==> config.mk <==
export PLATFORM = sky130hd
export DESIGN_NAME = stable_sorted_priority_queue_top
export DESIGN_NICKNAME = d
export VERILOG_FILES = /design/src/sv/sspq_pkg.sv /design/src/sv/sspq_cell.sv /design/src/sv/stable_sorted_priority_queue_top.sv
export SDC_FILE = /design/constraint.sdc
export NUM_CORES = 2
export LEC_CHECK = 0
export ABC_AREA = 1
export BUFFER_PORTS_ARGS = -buffer_cell sky130_fd_sc_hd__buf_2
export CAP_MARGIN = 5
export CORE_MARGIN = 2
export CORE_UTILIZATION = 55
export CTS_CLUSTER_SIZE = 10
export DETAILED_ROUTE_END_ITERATION = 8
export PLACE_DENSITY = 0.74
export SYNTH_ARGS = -nofsm -noshare
export SYNTH_HDL_FRONTEND = slang
export SYNTH_SLANG_ARGS = --single-unit
==> constraint.sdc <==
create_clock -name clk_i -period 4 [get_ports clk_i]
set_input_delay 1 -clock clk_i [delete_from_list [all_inputs] [get_ports clk_i]]
set_output_delay 1 -clock clk_i [all_outputs]
set_load 0.05 [all_outputs]
==> src/sv/sspq_pkg.sv <==
`default_nettype none

package sspq_pkg;

  // Default number of entries the queue can hold.
  localparam int unsigned CapacityDefault = 16;

  // Widths of the request and response fields.
  localparam int unsigned ValueW = 32;
  localparam int unsigned PrioW  = 16;
  localparam int unsigned OccW   = 5;

  typedef enum logic {
    OP_INSERT = 1'b0,
    OP_DELETE = 1'b1
  } op_e;

  typedef enum logic [1:0] {
    ST_DONE  = 2'd0,
    ST_EMPTY = 2'd1,
    ST_FULL  = 2'd2
  } status_e;

  // One stored queue entry.
  typedef struct packed {
    logic signed [ValueW-1:0] value;
    logic [PrioW-1:0]         prio;
  } entry_t;

  // Operation broadcast to every cell in the row.
  typedef struct packed {
    logic insert;
    logic delete;
  } cmd_t;

endpackage

`default_nettype wire

==> src/sv/sspq_cell.sv <==
`default_nettype none

module sspq_cell (
  input  wire                      clk_i,
  input  wire sspq_pkg::cmd_t      cmd_i,
  input  wire                      occupied_i,
  input  wire                      left_after_i,
  input  wire sspq_pkg::entry_t    new_entry_i,
  input  wire sspq_pkg::entry_t    left_entry_i,
  input  wire sspq_pkg::entry_t    right_entry_i,
  output logic                     after_o,
  output sspq_pkg::entry_t         entry_o
);

  sspq_pkg::entry_t entry_q;
  sspq_pkg::entry_t entry_d;

  // The new entry belongs behind this cell when the cell holds an entry whose
  // priority is equal to or smaller than the new one.
  assign after_o = occupied_i && (entry_q.prio <= new_entry_i.prio);

  // On insert, cells in front of the slot hold, the slot takes the new entry
  // and the cells behind it move one place toward the tail. On delete every
  // cell takes its neighbor toward the tail.
  always_comb begin
    entry_d = entry_q;
    if (cmd_i.insert) begin
      if (!after_o) begin
        entry_d = left_after_i ? new_entry_i : left_entry_i;
      end
    end else if (cmd_i.delete) begin
      entry_d = right_entry_i;
    end
  end

  always_ff @(posedge clk_i) begin
    entry_q <= entry_d;
  end

  assign entry_o = entry_q;

endmodule

`default_nettype wire

==> src/sv/stable_sorted_priority_queue_top.sv <==
`default_nettype none

// Channel   Direction  Handshake               Payload
// request   in         in_valid_i / in_stall_o  opcode_i, item_value_i, item_priority_i
// response  out        out_valid_o / out_stall_i status_o, removed_value_o, occupancy_o
//
// Each request is handled at once: all cells compare the new priority against
// their own in parallel and the whole row shifts together.
// A response appears in the output register the cycle after its request.
// A new request is taken whenever that register is empty or being drained,
// so the queue sustains one request per cycle; only a stalled response holds it.
// Reset empties the queue; the cell contents are not cleared, since only cells
// below the fill count are ever read.

module stable_sorted_priority_queue_top #(
  parameter int unsigned CAPACITY = sspq_pkg::CapacityDefault
) (
  input  wire                                  clk_i,
  input  wire                                  rst_ni,
  input  wire                                  in_valid_i,
  output logic                                 in_stall_o,
  input  wire                                  opcode_i,
  input  wire signed [sspq_pkg::ValueW-1:0]    item_value_i,
  input  wire        [sspq_pkg::PrioW-1:0]     item_priority_i,
  output logic                                 out_valid_o,
  input  wire                                  out_stall_i,
  output logic       [1:0]                     status_o,
  output logic signed [sspq_pkg::ValueW-1:0]   removed_value_o,
  output logic       [sspq_pkg::OccW-1:0]      occupancy_o
);

  localparam int unsigned CntW = $clog2(CAPACITY + 1);

  // Fill count of the cell row.
  logic [CntW-1:0] count_q, count_d;

  // Response register.
  logic                               out_valid_q, out_valid_d;
  sspq_pkg::status_e                  status_q, status_d;
  logic signed [sspq_pkg::ValueW-1:0] removed_q, removed_d;
  logic [sspq_pkg::OccW-1:0]          occ_q, occ_d;

  logic accept, is_insert, full, empty, do_insert, do_delete;
  logic [CntW+sspq_pkg::OccW-1:0] occ_wide;

  sspq_pkg::cmd_t   cmd;
  sspq_pkg::entry_t new_entry;
  sspq_pkg::entry_t cell_entry [CAPACITY];
  logic             cell_after [CAPACITY];

  assign in_stall_o = out_valid_q && out_stall_i;
  assign accept     = in_valid_i && !in_stall_o;
  assign is_insert  = (sspq_pkg::op_e'(opcode_i) == sspq_pkg::OP_INSERT);
  assign full       = (count_q == CntW'(CAPACITY));
  assign empty      = (count_q == '0);
  assign do_insert  = accept && is_insert && !full;
  assign do_delete  = accept && !is_insert && !empty;

  assign cmd.insert = do_insert;
  assign cmd.delete = do_delete;

  assign new_entry.value = item_value_i;
  assign new_entry.prio  = item_priority_i;

  // The row of cells: cell 0 is the front of the queue.
  for (genvar i = 0; i < CAPACITY; i++) begin : g_cell
    sspq_pkg::entry_t left_entry;
    sspq_pkg::entry_t right_entry;
    logic             left_after;

    if (i == 0) begin : g_front
      assign left_entry = new_entry;
      assign left_after = 1'b1;
    end else begin : g_inner
      assign left_entry = cell_entry[i-1];
      assign left_after = cell_after[i-1];
    end

    if (i == CAPACITY - 1) begin : g_tail
      assign right_entry = cell_entry[i];
    end else begin : g_body
      assign right_entry = cell_entry[i+1];
    end

    sspq_cell u_cell (
      .clk_i         (clk_i),
      .cmd_i         (cmd),
      .occupied_i    (count_q > CntW'(i)),
      .left_after_i  (left_after),
      .new_entry_i   (new_entry),
      .left_entry_i  (left_entry),
      .right_entry_i (right_entry),
      .after_o       (cell_after[i]),
      .entry_o       (cell_entry[i])
    );
  end

  always_comb begin
    count_d = count_q;
    if (do_insert) begin
      count_d = count_q + CntW'(1);
    end else if (do_delete) begin
      count_d = count_q - CntW'(1);
    end
  end

  // Occupancy is the fill count after the request, cut to the field width.
  assign occ_wide = (CntW + sspq_pkg::OccW)'(count_d);
  assign occ_d    = occ_wide[sspq_pkg::OccW-1:0];

  always_comb begin
    status_d  = sspq_pkg::ST_DONE;
    removed_d = '0;
    if (is_insert && full) begin
      status_d = sspq_pkg::ST_FULL;
    end else if (!is_insert && empty) begin
      status_d = sspq_pkg::ST_EMPTY;
    end else if (!is_insert) begin
      removed_d = cell_entry[0].value;
    end
  end

  assign out_valid_d = accept || (out_valid_q && out_stall_i);

  always_ff @(posedge clk_i or negedge rst_ni) begin
    if (!rst_ni) begin
      count_q     <= '0;
      out_valid_q <= 1'b0;
    end else begin
      count_q     <= count_d;
      out_valid_q <= out_valid_d;
    end
  end

  always_ff @(posedge clk_i) begin
    if (accept) begin
      status_q  <= status_d;
      removed_q <= removed_d;
      occ_q     <= occ_d;
    end
  end

  assign out_valid_o     = out_valid_q;
  assign status_o        = status_q;
  assign removed_value_o = removed_q;
  assign occupancy_o     = occ_q;

  // The fill count never passes the capacity.
  a_count_bound : assert property (@(posedge clk_i) disable iff (!rst_ni)
    count_q <= CntW'(CAPACITY))
    else $error("fill count above capacity");

  // A refused insert leaves the fill count of the queue untouched.
  a_full_hold : assert property (@(posedge clk_i) disable iff (!rst_ni)
    accept && is_insert && full |=> $stable(count_q))
    else $error("refused insert changed the fill count");

  // A successful delete shrinks the queue by exactly one entry.
  a_delete_count : assert property (@(posedge clk_i) disable iff (!rst_ni)
    do_delete |=> count_q == $past(count_q) - CntW'(1))
    else $error("delete did not remove exactly one entry");

  // Every accepted request leaves a response waiting in the output register.
  a_response : assert property (@(posedge clk_i) disable iff (!rst_ni)
    accept |=> out_valid_q)
    else $error("accepted request produced no response");

  // The two front entries stay in priority order.
  a_front_sorted : assert property (@(posedge clk_i) disable iff (!rst_ni)
    count_q >= CntW'(2) |-> cell_entry[0].prio <= cell_entry[1].prio)
    else $error("front entries out of priority order");

endmodule

`default_nettype wire
==> results.md <==
* Result of the run: finished, final reports clean
* Most numerous cell types in the synthesized netlist: sky130_fd_sc_hd__nand2_1, sky130_fd_sc_hd__edfxtp_1, sky130_fd_sc_hd__inv_1, sky130_fd_sc_hd__ha_1, sky130_fd_sc_hd__clkbuf_1
* Cell area after technology mapping at 48900 sq um
* Startpoint of the most critical register-to-register path: count_q[1]
* Quantity of hold-fixing buffers added after cts at 0
* Synthesized Nets at 6723
* Share of async-settable or async-resettable flops after synthesis at 0.738%
* Share of the yosys chip area belonging to registers at 49.9%
* Final net count at 6718
* Number of global-route vias before repair at 37100
* Aggregate global-route resource usage at 27.3%
* Register bit count reported by yosys at 813
* Required time of the worst setup path at 4.51 ns
* Leakage component of the power at 30.1 nW
* Worst-case vdd ir drop at 0.000399 V
* Maximum clock rate at 287 MHz
* Final HPWL from detailed placement at 85700 microns
* Fin util at 60.2%
* Classification of the worst-slack hold path: in2async
* Number of ports placed on the die boundary at 94
* Startpoint type of the worst setup path: flop
* Violation count after the first detailed-route iteration at 4392
* Synth Area per Inst at 7.63 sq um
* Count of final setup violators at 0
* Die height at 302 microns
* Number of cells in the design after placement at 7474
* Cell type with the highest aggregate area in the netlist: sky130_fd_sc_hd__edfxtp_1
* Leading post-synthesis cells by cell area: sky130_fd_sc_hd__edfxtp_1, sky130_fd_sc_hd__nand2_1, sky130_fd_sc_hd__ha_1
* Most frequent cell after synthesis: sky130_fd_sc_hd__nand2_1
* Number of enable-type register cells in the synthesized netlist at 807
* Cell Count, Final, Fillers Out at 7599
* Clock transition at the registers of the reported paths at 0.06 ns
* Filler Cells Inserted at 7678
* Netlist cell types at 31
* Die ar. at 91300 sq um
* Final critical path time including I/O delays and setup at 3.48 ns
* Headroom to the max-slew limit at 27.6%
* Area grow syn2layout at 8.71%
* Number of core rows at 109
* Number of antenna violations at the first check in global routing at 2
* Tightest Pin Transition at 1.08 ns
* CTS tree: done
* Fraction of final layout cells with drive strength greater than 1 at 6.02%
* Total Wirelength at 124000 microns
* Total placed instance area at 50600 sq um
* Critical path arrival at 3.99 ns
* Number of hold-slack violations in the final timing report at 0
* Kind of end point of the critical path: flop
* Library cell used as clock root buffer: sky130_fd_sc_hd__clkbuf_16
* Die X-Extent at 302 microns
* Post-cts sizing count at 0
* Register-to-register path setup slack at 0.52 ns
* Cell count after synthesis at 6409
* CTS HTree Levels at 3
* Kind of critical path: reg2reg
* Final instance area at 53100 sq um
* Number of iterations in the first detailed-routing pass at 7
* Pins over their slew limit at 0
* Later-pin clock latency in the skew report at 0.66 ns
* PortBufs at 93
* Postcts setup bufs at 0
* Yosys warnings at 0
* Max-cap violations at 0
* Starting density of the core at 55.4%
* Antenna-violating nets left at 0
* Setup repair after global routing missed its margin: false
* Area share of the leading cell type in the synthesized netlist at 49.6%
* Power per unit of standard cell area at 532 nW/um^2
* Setup slack after placement at 0.194 ns
* Total number of clock tree sinks at 813
* R2R cell count at 10
* Remaining Overflow, GRT at 0
* Core outline area at 88200 sq um
* RR Endpoint: g_cell[11].u_cell.entry_o[33]
* First-pass GRT wire length at 201000 microns
* Worst path setup slack after routing at 0.519 ns
* TritonCTS Buffers at 93
* Predominant post-synthesis flop cell: sky130_fd_sc_hd__edfxtp_1
* Post-route DRC at 0
* Total Negative Setup Slacks at 0 ns
* Highest fanout seen on the critical path at 220
* Number of vias in the routed layout at 39200
* Maximum number of pins on one net before global-route repair at 221
* Via/cell ratio at 5.15
* Post-layout total power at 28.3 mW
* Final worst path period share at 87.0%
* Max Root-Sink Buffers at 3
* Final clock skew at 0.0192 ns
* Worst hold slack across all endpoints at 0.207 ns
* DR WL/cell at 16.4 microns
* Placer congestion estimate at 0.890
## state kept, by name, indices dropped and copies added (netlist names)
signal,cells
count_q,5
out_valid_o,1
status_o,2
occupancy_o,5
g_cell.u_cell.entry_o,768
removed_value_o,32
## cell families after synthesis
logic type               Yosys count  synth area share (%)
AND/OR/NAND/NOR                 4047                  32.0
AO/OA/AOI/OAI                    216                  2.33
flip-flops                       813                  49.9
XOR/XNOR                           3                0.0538
adder cells (fa/ha/maj)          261                  6.68
buffers and inverters           1069                  9.04
## per-layer routing
layer | share of wire, % | up-vias | GRT usage (%)
li1 | - | 19700 | -
met1 | 46 | 17600 | 41.3
met2 | 43 | 1678 | 41.1
met3 | 9.3 | 178 | 4.06
met4 | 2.0 | 2 | 7.24
met5 | 0.010 | - | 0
## worst max path at each step
stage	slack (ns)	startpoint	depth (start not counted)	end
after floorplan	-0.09	out_stall_i	7	g_cell[7].u_cell.entry_o[0]
final	0.52	count_q[1]	10	g_cell[11].u_cell.entry_o[33]
after detailed placement	0.19	item_priority_i[3]	13	g_cell[15].u_cell.entry_o[11]
after global placement	0.28	item_priority_i[12]	13	g_cell[8].u_cell.entry_o[33]
after global routing	0.38	count_q[0]	10	g_cell[11].u_cell.entry_o[33]
after CTS	0.68	count_q[1]	10	g_cell[11].u_cell.entry_o[33]
## critical path: stages (launching register included)
cell	delay, ns
sky130_fd_sc_hd__dfrtp_1	0.47
sky130_fd_sc_hd__inv_1	0.13
sky130_fd_sc_hd__ha_1	0.15
sky130_fd_sc_hd__inv_1	0.07
sky130_fd_sc_hd__nor3_2	0.19
sky130_fd_sc_hd__nand2_1	0.29
sky130_fd_sc_hd__nand2_8	0.18
sky130_fd_sc_hd__buf_12	0.50
sky130_fd_sc_hd__buf_12	0.70
sky130_fd_sc_hd__nand2_1	0.19
sky130_fd_sc_hd__nand2_1	0.14
## power breakdown
| part | switching [mW] | internal [mW] |
|---|---|---|
| registers | 0.782 | 11.4 |
| clock network | 3.37 | 4.23 |
| logic | 5.93 | 2.51 |
| total | 10.1 | 18.2 |
## layout make-up
cell class / instances / area, sq um / share of cell area (%)
diodes: 1 / 2.50 / 0.00471
repair buffers: 192 / 1610 / 3.03
clock inverters: 10 / 125 / 0.235
clock buffers: 114 / 2430 / 4.57
flip-flops and latches: 813 / 24400 / 45.9
inverters: 777 / 2920 / 5.50
well taps: 1165 / 1460 / 2.74
multi-input cells: 4527 / 20200 / 38.0
## layout by cell type, fill, tap and decap left out, types with 2 or more instances in the layout
| master | Yosys | routed |
|---|---|---|
| sky130_fd_sc_hd__clkbuf_16 | 0 | 94 |
| sky130_fd_sc_hd__a31oi_1 | 2 | 2 |
| sky130_fd_sc_hd__inv_6 | 0 | 2 |
| sky130_fd_sc_hd__buf_4 | 59 | 67 |
| sky130_fd_sc_hd__ha_1 | 261 | 261 |
| sky130_fd_sc_hd__nand4_1 | 18 | 18 |
| sky130_fd_sc_hd__a21oi_1 | 101 | 100 |
| sky130_fd_sc_hd__buf_12 | 0 | 32 |
| sky130_fd_sc_hd__nand3_1 | 62 | 62 |
| sky130_fd_sc_hd__dfrtp_1 | 6 | 6 |
| sky130_fd_sc_hd__nor2_1 | 119 | 118 |
| sky130_fd_sc_hd__o21ai_0 | 85 | 85 |
| sky130_fd_sc_hd__a21o_1 | 15 | 15 |
| sky130_fd_sc_hd__nor3_1 | 16 | 16 |
| sky130_fd_sc_hd__clkbuf_1 | 124 | 20 |
| sky130_fd_sc_hd__nand2_4 | 36 | 36 |
| sky130_fd_sc_hd__buf_2 | 84 | 93 |
| sky130_fd_sc_hd__edfxtp_1 | 807 | 807 |
| sky130_fd_sc_hd__inv_1 | 775 | 775 |
| sky130_fd_sc_hd__clkinv_1 | 0 | 4 |
| sky130_fd_sc_hd__o21ai_1 | 8 | 8 |
| sky130_fd_sc_hd__clkinv_16 | 0 | 2 |
| sky130_fd_sc_hd__nor3_2 | 2 | 2 |
| sky130_fd_sc_hd__nand2_2 | 11 | 51 |
| sky130_fd_sc_hd__xor2_1 | 3 | 3 |
| sky130_fd_sc_hd__nand2_1 | 3783 | 3742 |
No activity file was read; power rests on OpenSTA's default activity.
